===== src/design/spmr_pkg.sv =====
package spmr_pkg;

  localparam int WORD_W = 31;

  typedef logic [WORD_W-1:0] word_t;

  localparam word_t PM_MODULUS = 31'h7FFF_FFFF;
  localparam logic [14:0] PM_MULT = 15'd16807;

  localparam logic FUNC_DRAW   = 1'b0;
  localparam logic FUNC_RESEED = 1'b1;

  typedef enum logic [6:0] {
    ST_IDLE   = 7'b0000001,
    ST_FILL_A = 7'b0000010,
    ST_FILL_B = 7'b0000100,
    ST_DRAW_A = 7'b0001000,
    ST_DRAW_B = 7'b0010000,
    ST_DRAW_C = 7'b0100000,
    ST_DRAW_D = 7'b1000000
  } state_t;

endpackage


===== src/design/spmr_req_if.sv =====
interface spmr_req_if;
  logic               valid;
  logic               ready;
  logic               func;
  spmr_pkg::word_t    seed;

  modport source (output valid, output func, output seed, input ready);
  modport sink (input valid, input func, input seed, output ready);
endinterface


===== src/design/spmr_rsp_if.sv =====
interface spmr_rsp_if;
  logic               valid;
  logic               ready;
  spmr_pkg::word_t    random_value;
  spmr_pkg::word_t    next_state;

  modport source (output valid, output random_value, output next_state, input ready);
  modport sink (input valid, input random_value, input next_state, output ready);
endinterface


===== src/design/spmr_lcg.sv =====
module spmr_lcg (
  input  logic            clk,
  input  spmr_pkg::word_t state,
  output spmr_pkg::word_t state_next
);

  logic [45:0] prod;
  logic [31:0] fold_sum;
  logic [31:0] fold_red;

  // The modulus is a Mersenne number, so the high bits of the product fold back onto the
  // low bits and one conditional subtraction finishes the reduction.
  always_ff @(posedge clk) begin
    prod <= 46'(state) * 46'(spmr_pkg::PM_MULT);
  end

  always_comb begin
    fold_sum = {1'b0, prod[30:0]} + {17'd0, prod[45:31]};
    fold_red = fold_sum - {1'b0, spmr_pkg::PM_MODULUS};
    if (fold_sum >= {1'b0, spmr_pkg::PM_MODULUS}) begin
      state_next = fold_red[30:0];
    end else begin
      state_next = fold_sum[30:0];
    end
  end

endmodule


===== src/design/spmr_slot.sv =====
module spmr_slot #(
  parameter int TABLE_SIZE = 32
) (
  input  logic                          clk,
  input  spmr_pkg::word_t               value,
  output logic [$clog2(TABLE_SIZE)-1:0] slot
);

  localparam int SLOT_W = $clog2(TABLE_SIZE);
  localparam longint SLOT_DIV = 1 + (longint'(spmr_pkg::PM_MODULUS) - 1) / TABLE_SIZE;
  localparam longint RCP = (longint'(1) << 31) / SLOT_DIV;
  localparam int RCP_W = $clog2(RCP + 1);
  localparam int PROD_W = 31 + RCP_W;
  localparam logic [31:0] DIV_C = 32'(SLOT_DIV);
  localparam logic [SLOT_W-1:0] SLOT_LAST = SLOT_W'(TABLE_SIZE - 1);

  logic [PROD_W-1:0] est_prod;
  logic [SLOT_W-1:0] q_est;
  spmr_pkg::word_t   value_d;
  logic [31:0]       back_prod;
  logic [31:0]       remain;

  // The reciprocal estimate is low by at most one; the remainder check corrects it.
  always_comb begin
    est_prod = PROD_W'(value) * PROD_W'(RCP);
  end

  always_ff @(posedge clk) begin
    value_d <= value;
    q_est   <= est_prod[31 +: SLOT_W];
  end

  always_comb begin
    back_prod = 32'(q_est) * DIV_C;
    remain    = {1'b0, value_d} - back_prod;
  end

  always_ff @(posedge clk) begin
    if (remain >= DIV_C && q_est != SLOT_LAST) begin
      slot <= q_est + SLOT_W'(1);
    end else begin
      slot <= q_est;
    end
  end

endmodule


===== src/design/spmr_table.sv =====
module spmr_table #(
  parameter int TABLE_SIZE = 32
) (
  input  logic                          clk,
  input  logic                          wr_en,
  input  logic [$clog2(TABLE_SIZE)-1:0] wr_addr,
  input  spmr_pkg::word_t               wr_data,
  input  logic                          rd_en,
  input  logic [$clog2(TABLE_SIZE)-1:0] rd_addr,
  output spmr_pkg::word_t               rd_data
);

  spmr_pkg::word_t mem [TABLE_SIZE];

  always_ff @(posedge clk) begin
    if (wr_en) begin
      mem[wr_addr] <= wr_data;
    end
  end

  always_ff @(posedge clk) begin
    if (rd_en) begin
      rd_data <= mem[rd_addr];
    end
  end

endmodule


===== src/design/shuffled_park_miller_random.sv =====
// A draw request steps through DRAW_A, DRAW_B, DRAW_C and DRAW_D after acceptance; DRAW_D
// holds until the previous response is taken, then loads the response and returns to idle,
// so the block takes no new request until the response is loaded. A reseed, or the first draw
// after reset, first steps the generator WARMUP_STEPS + TABLE_SIZE times through the multiply
// and fold unit, filling the shuffle table. Synchronous reset sets the generator state to one
// and marks the table as empty; the table contents themselves are not cleared.
module shuffled_park_miller_random #(
  parameter int TABLE_SIZE   = 32,
  parameter int WARMUP_STEPS = 8
) (
  input logic          clk,
  input logic          rst,
  spmr_req_if.sink     req,
  spmr_rsp_if.source   rsp
);

  localparam int SLOT_W = $clog2(TABLE_SIZE);
  localparam int STEPS = WARMUP_STEPS + TABLE_SIZE;
  localparam int CNT_W = $clog2(STEPS);
  localparam logic [CNT_W-1:0] CNT_LAST = CNT_W'(STEPS - 1);
  localparam logic [CNT_W-1:0] CNT_WARM = CNT_W'(WARMUP_STEPS);

  spmr_pkg::state_t  state;
  logic [CNT_W-1:0]  cnt;
  logic [CNT_W-1:0]  fill_pos;
  spmr_pkg::word_t   lcg_state;
  spmr_pkg::word_t   last_output;
  spmr_pkg::word_t   step_next;
  spmr_pkg::word_t   seed_fixed;
  logic [SLOT_W-1:0] slot;
  spmr_pkg::word_t   rd_data;
  logic              rd_en;
  logic              wr_en;
  logic [SLOT_W-1:0] wr_addr;
  spmr_pkg::word_t   wr_data;
  logic              accept;
  logic              deliver;

  spmr_lcg u_lcg (
    .clk        (clk),
    .state      (lcg_state),
    .state_next (step_next)
  );

  spmr_slot #(.TABLE_SIZE(TABLE_SIZE)) u_slot (
    .clk   (clk),
    .value (last_output),
    .slot  (slot)
  );

  spmr_table #(.TABLE_SIZE(TABLE_SIZE)) u_table (
    .clk     (clk),
    .wr_en   (wr_en),
    .wr_addr (wr_addr),
    .wr_data (wr_data),
    .rd_en   (rd_en),
    .rd_addr (slot),
    .rd_data (rd_data)
  );

  assign req.ready = (state == spmr_pkg::ST_IDLE);
  assign accept    = req.valid && req.ready;
  assign deliver   = (state == spmr_pkg::ST_DRAW_D) && (!rsp.valid || rsp.ready);
  assign rd_en     = (state == spmr_pkg::ST_DRAW_C);

  // Seeds of zero and of the modulus itself both reduce to zero and start from one.
  always_comb begin
    if (req.seed == '0 || req.seed == spmr_pkg::PM_MODULUS) begin
      seed_fixed = spmr_pkg::WORD_W'(1);
    end else begin
      seed_fixed = req.seed;
    end
  end

  // The table fills from the highest slot down to slot zero.
  always_comb begin
    fill_pos = CNT_LAST - cnt;
    wr_en    = 1'b0;
    wr_addr  = slot;
    wr_data  = lcg_state;
    if (state == spmr_pkg::ST_FILL_B && cnt >= CNT_WARM) begin
      wr_en   = 1'b1;
      wr_addr = fill_pos[SLOT_W-1:0];
      wr_data = step_next;
    end else if (deliver) begin
      wr_en = 1'b1;
    end
  end

  always_ff @(posedge clk) begin
    if (rst) begin
      state       <= spmr_pkg::ST_IDLE;
      cnt         <= '0;
      lcg_state   <= spmr_pkg::WORD_W'(1);
      last_output <= '0;
      rsp.valid   <= 1'b0;
    end else begin
      if (deliver) begin
        rsp.valid <= 1'b1;
      end else if (rsp.ready) begin
        rsp.valid <= 1'b0;
      end
      unique case (state)
        spmr_pkg::ST_IDLE: begin
          if (accept) begin
            cnt <= '0;
            if (req.func == spmr_pkg::FUNC_RESEED) begin
              lcg_state <= seed_fixed;
              state     <= spmr_pkg::ST_FILL_A;
            end else if (last_output == '0) begin
              lcg_state <= spmr_pkg::WORD_W'(1);
              state     <= spmr_pkg::ST_FILL_A;
            end else begin
              state <= spmr_pkg::ST_DRAW_A;
            end
          end
        end
        spmr_pkg::ST_FILL_A: begin
          state <= spmr_pkg::ST_FILL_B;
        end
        spmr_pkg::ST_FILL_B: begin
          lcg_state <= step_next;
          if (cnt == CNT_LAST) begin
            last_output <= step_next;
            state       <= spmr_pkg::ST_DRAW_A;
          end else begin
            cnt   <= cnt + CNT_W'(1);
            state <= spmr_pkg::ST_FILL_A;
          end
        end
        spmr_pkg::ST_DRAW_A: begin
          state <= spmr_pkg::ST_DRAW_B;
        end
        spmr_pkg::ST_DRAW_B: begin
          lcg_state <= step_next;
          state     <= spmr_pkg::ST_DRAW_C;
        end
        spmr_pkg::ST_DRAW_C: begin
          state <= spmr_pkg::ST_DRAW_D;
        end
        spmr_pkg::ST_DRAW_D: begin
          if (deliver) begin
            last_output <= rd_data;
            state       <= spmr_pkg::ST_IDLE;
          end
        end
        default: begin
          state <= spmr_pkg::ST_IDLE;
        end
      endcase
    end
  end

  always_ff @(posedge clk) begin
    if (deliver) begin
      rsp.random_value <= rd_data;
      rsp.next_state   <= lcg_state;
    end
  end

endmodule

===== src/flat_wrapper.sv =====
// flat-port wrapper written by rule: the top's interface ports become plain ports
module shuffled_park_miller_random_flat 
#(
  parameter int TABLE_SIZE   = 32,
  parameter int WARMUP_STEPS = 8
)
  (clk, rst, req_valid, req_func, req_seed, req_ready, rsp_valid, rsp_random_value, rsp_next_state, rsp_ready);
  spmr_req_if req_i ();
  spmr_rsp_if rsp_i ();
  input logic clk;
  input logic rst;
  input wire logic [$bits(req_i.valid)-1:0] req_valid;
  input wire logic [$bits(req_i.func)-1:0] req_func;
  input wire logic [$bits(req_i.seed)-1:0] req_seed;
  output wire logic [$bits(req_i.ready)-1:0] req_ready;
  output wire logic [$bits(rsp_i.valid)-1:0] rsp_valid;
  output wire logic [$bits(rsp_i.random_value)-1:0] rsp_random_value;
  output wire logic [$bits(rsp_i.next_state)-1:0] rsp_next_state;
  input wire logic [$bits(rsp_i.ready)-1:0] rsp_ready;
  assign req_i.valid = req_valid;
  assign req_i.func = req_func;
  assign req_i.seed = req_seed;
  assign req_ready = req_i.ready;
  assign rsp_valid = rsp_i.valid;
  assign rsp_random_value = rsp_i.random_value;
  assign rsp_next_state = rsp_i.next_state;
  assign rsp_i.ready = rsp_ready;
  shuffled_park_miller_random #(.TABLE_SIZE(TABLE_SIZE), .WARMUP_STEPS(WARMUP_STEPS)) u_core (.clk(clk), .rst(rst), .req(req_i), .rsp(rsp_i));
endmodule

===== config.mk =====
export PLATFORM = sky130hd
export DESIGN_NAME = shuffled_park_miller_random_flat
export DESIGN_NICKNAME = d
export VERILOG_FILES = /design/src/design/spmr_pkg.sv /design/src/design/spmr_req_if.sv /design/src/design/spmr_rsp_if.sv /design/src/design/spmr_lcg.sv /design/src/design/spmr_slot.sv /design/src/design/spmr_table.sv /design/src/design/shuffled_park_miller_random.sv /design/src/flat_wrapper.sv
export SDC_FILE = /design/constraint.sdc
export NUM_CORES = 2
export LEC_CHECK = 0
export BUFFER_PORTS_ARGS = -buffer_cell sky130_fd_sc_hd__buf_2
export CAP_MARGIN = 10
export CELL_PAD_IN_SITES_DETAIL_PLACEMENT = 1
export CELL_PAD_IN_SITES_GLOBAL_PLACEMENT = 2
export CORE_UTILIZATION = 52
export CTS_CLUSTER_SIZE = 24
export DETAILED_ROUTE_END_ITERATION = 8
export PLACE_DENSITY_LB_ADDON = 0.1
export SETUP_SLACK_MARGIN = 0.4
export SLEW_MARGIN = 20
export SYNTH_ARGS = -nofsm -noshare
export SYNTH_HDL_FRONTEND = slang
export SYNTH_SLANG_ARGS = --single-unit
export TNS_END_PERCENT = 10

===== constraint.sdc =====
create_clock -name clk -period 13.5 [get_ports clk]
set_input_delay 2.7 -clock clk [delete_from_list [all_inputs] [get_ports clk]]
set_output_delay 2.7 -clock clk [all_outputs]
set_load 0.02 [all_outputs]

==> flow_metrics.py <==
metrics = {
    "status": {
        "status": "finished with violations",
        "violations": "design-rule violations",
    },
    "floorplanning": {
        "die_y_um": 328,
        "rows": 119,
        "dieArea_um2": 108000,
        "die_w_um": 328,
        "start_util_pct": 52.5,
        "ios": 100,
        "core_um2": 105000,
    },
    "layout": {
        "multiInputGateArea_um2": 19100,
        "drive_gt1_share_pct": 22.5,
        "regArea_um2": 35200,
        "num_antenna_cells": 0,
        "nNetsFinal": 3852,
        "utilization_pct": 59.3,
        "final_common_cell": "edfxtp_1",
        "final_cell_mix": "edfxtp_1, mux4_2, inv_1, ha_1, fa_1",
        "stdcell_area_um2": 62600,
        "area_growth_pct": 13.0,
        "nFillCells": 9360,
    },
    "power_and_ir_drop": {
        "switching_share_pct": 36.1,
        "p_leak_nw": 21.7,
        "ir_drop_uv": 158,
        "p_sw_mw": 4.56,
        "internal_power_mw": 8.08,
        "power.share.clock_pct": 28.0,
        "power_frac_seq_pct": 35.8,
        "power_frac_comb_pct": 36.3,
        "pwr_density_cell_nw_per_um2": 202,
    },
    "logic_synthesis": {
        "syn_area_um2": 55300,
        "syn_inst": 3296,
        "postSynthRegisterBits": 1217,
        "yosysWarnings": 0,
        "synth_fp_nets": 3672,
        "syn_area_per_cell_um2": 16.8,
        "async_flop_share_pct": 0,
        "ys_seq_area_share_pct": 63.6,
        "synth_edf_count": 1085,
        "ys_types": 86,
        "synth_flop_cell": "edfxtp_1",
    },
    "route": {
        "vias": 31700,
        "drtIter0Drc": 3745,
        "viasPerCell": 6.38,
        "drtPass1Iterations": 7,
        "drt-total-wl_um": 164000,
        "drc": 14,
        "wl_per_cell_um": 32.9,
        "drtAntennaViolNets": 0,
    },
    "placed_design": {
        "place_area_um2": 58100,
        "gp_congestion": 0.930,
        "io_buffers": 99,
        "hpwl_um": 104000,
    },
    "cts": {
        "post_cts_buffers": 0,
        "clock_sinks": 1217,
        "cts-root-buf": "clkbuf_16",
        "cts_resized": 0,
        "postCtsHoldBufs": 0,
        "tritoncts.num_buffers": 130,
        "insertion_delay_ns": 0.74,
        "clkSlewWorstSetupHoldPaths_ns": 0.06,
        "h-tree-depth": 4,
        "cts_buffer_depth": 3,
        "cts_tree": "yes",
    },
    "global_route": {
        "grt_first_pass_wirelength_um": 236000,
        "grt_max_degree": 93,
        "antenna_found_initial": 9,
        "grt_overflow": 0,
        "grt_pass1_vias": 33300,
        "gr-usage-all-layers_pct": 30.9,
    },
    "worst_hold_path": {
        "hp-start": "u_core.u_slot.value_d[27]",
        "worst_hold_path_type": "flip-flop to flip-flop",
        "hold_depth": 0,
        "min_to": "u_core.u_slot.slot[1]",
    },
    "worst_setup_path": {
        "endpoint_kind": "flip-flop",
        "crit_fanout": 8,
        "critPathRequiredTime_ns": 14.12,
        "arrival_ns": 7.59,
        "crit_type": "flip-flop to flip-flop",
        "rr_worst_depth": 23,
        "r2r_setup_slack_ns": 6.53,
        "crit_start": "u_core.lcg_state[9]",
        "startpoint_type": "flip-flop",
        "worstReg2RegEnd": "u_core.u_lcg.prod[45]",
        "r2r_start": "u_core.lcg_state[9]",
    },
    "sta": {
        "tightest_slew_ns": 1.09,
        "finClkSkew_ns": 0.0430,
        "setup_viol_count_final": 0,
        "finalCritPeriodShare_pct": 51.6,
        "timing.final.max_slew_violations": 0,
        "min_period_ns": 6.97,
        "timing.slew.headroom_pct": 27.3,
        "hold_viol": 0,
        "rsz0062_at_grt": "false",
        "fin_tns_setup_ns": 0,
        "fmax_mhz": 144,
    },
    "run": {
        "maxCapViolations": 0,
    },
}
-- kinds of logic (layout without fill, tap and decap cells) --
kind of cell / count (synthesis) / after routing / synth area share [%]
DFF: 1217 / 1217 / 63.6
and+or+nand+nor: 499 / 499 / 4.63
buffers and inverters: 437 / 722 / 3.01
AOI/OAI and AO/OA: 386 / 386 / 4.74
muxes: 344 / 344 / 13.3
adders and majority gates: 340 / 340 / 9.50
xor gates and xnor gates: 73 / 73 / 1.17
-- per-layer routing --
metal	vias up	wire, um	part of all wire (%)	GRT usage (%)
met3	256	11300	6.9	4.42
met4	8	4590	2.8	9.63
met1	16900	67400	41	42.9
li1	13200	-	-	-
met5	-	55	0.034	0
met2	1327	80500	49	51.1
-- worst max path at each step --
stage                                 to  slack, ns  depth (start not counted)
2_1_floorplan  u_core.u_table.mem[11][0]       7.37                          5
3_3_place_gp       u_core.u_lcg.prod[43]       6.80                         23
3_5_place_dp       u_core.u_lcg.prod[45]       6.62                         23
4_1_cts            u_core.u_lcg.prod[45]       6.61                         23
5_1_grt            u_core.u_lcg.prod[43]       6.20                         23
6_report           u_core.u_lcg.prod[45]       6.53                         23
-- cells in the mapped netlist (all sizes together), types with 8 or more instances --
cell	number	area, um^2
edfxtp	1085	32600
mux4	310	6980
inv	301	1130
ha	206	2580
fa	134	2680
dfxtp	132	2640
nor2	124	465
nand2	100	378
clkbuf	98	368
a21oi	95	479
o21ai	74	374
xnor2	49	429
nand3	48	240
nor3	44	220
nand4	38	238
buf	36	160
nor4	34	234
mux2	32	360
a221oi	28	245
xor2	24	218
or3	23	149
a31oi	22	138
o31ai	21	158
a211oi	18	145
a21o	18	135
and3	13	81.3
o21bai	12	90.1
and4	11	96.3
nand2b	11	68.8
o22ai	11	68.8
and2	10	62.6
nor2b	9	56.3
o211a	9	90.1
nand3b	8	60.1
o211ai	8	60.1
-- power by group through the flow --
stage          clock [mW]  sequential, mW  combinational [mW]
2_1_floorplan           0            4.53                3.15
3_3_place_gp            0            4.60                4.39
3_5_place_dp            0            4.61                4.50
4_1_cts              3.58            4.53                4.53
5_1_grt              3.70            4.53                5.12
6_report             3.54            4.52                4.59
-- through the flow --
| stage | hold WS, ns | std cells | setup slack (ns) | total power [mW] |
|---|---|---|---|---|
| floorplan | 0.310 | 3296 | 7.37 | 7.68 |
| global placement | 0.315 | 4729 | 6.80 | 8.99 |
| detailed placement | 0.313 | 4731 | 6.62 | 9.11 |
| CTS | 0.325 | 4968 | 6.61 | 12.6 |
| global route | 0.329 | 4972 | 6.20 | 13.4 |
| finish | 0.325 | 4972 | 6.53 | 12.6 |
-- sequential cells by signal, indices dropped and copies added, names as in the netlist --
name / flops
u_core.u_table.rd_data: 31
u_core.cnt: 6
u_core.rsp.random_value: 31
u_core.last_output: 31
u_core.state: 7
u_core.rsp.valid: 1
u_core.u_slot.value_d: 4
u_core.u_lcg.prod: 46
u_core.u_table.mem: 992
u_core.u_slot.q_est: 1
u_core.rsp.next_state: 31
u_core.lcg_state: 31
u_core.u_slot.slot: 5
-- critical path, stage by stage, from the launching register on --
cell,delay (ns)
dfxtp_1,0.51
inv_1,0.18
fa_1,0.52
inv_1,0.05
ha_1,0.27
inv_1,0.06
fa_1,0.52
inv_1,0.05
ha_1,0.28
fa_1,0.48
inv_1,0.06
fa_1,0.47
inv_1,0.04
ha_1,0.34
a2111oi_0,0.46
o21ai_0,0.22
a31oi_1,0.36
nor4bb_1,0.15
o41ai_1,0.76
o211ai_1,0.28
nand2_1,0.18
nor2_1,0.08
a311o_1,0.37
and2_1,0.17
-- final cells by class --
cell class              instances  share of cell area [%]
repair buffers                182                    1.88
flip-flops and latches       1217                    56.3
clock inverters                72                    1.27
clock buffers                 165                    5.46
inverters                     303                    1.82
well taps                    1391                    2.78
multi-input cells            1642                    30.5
Power figures use the tool's default switching activity.
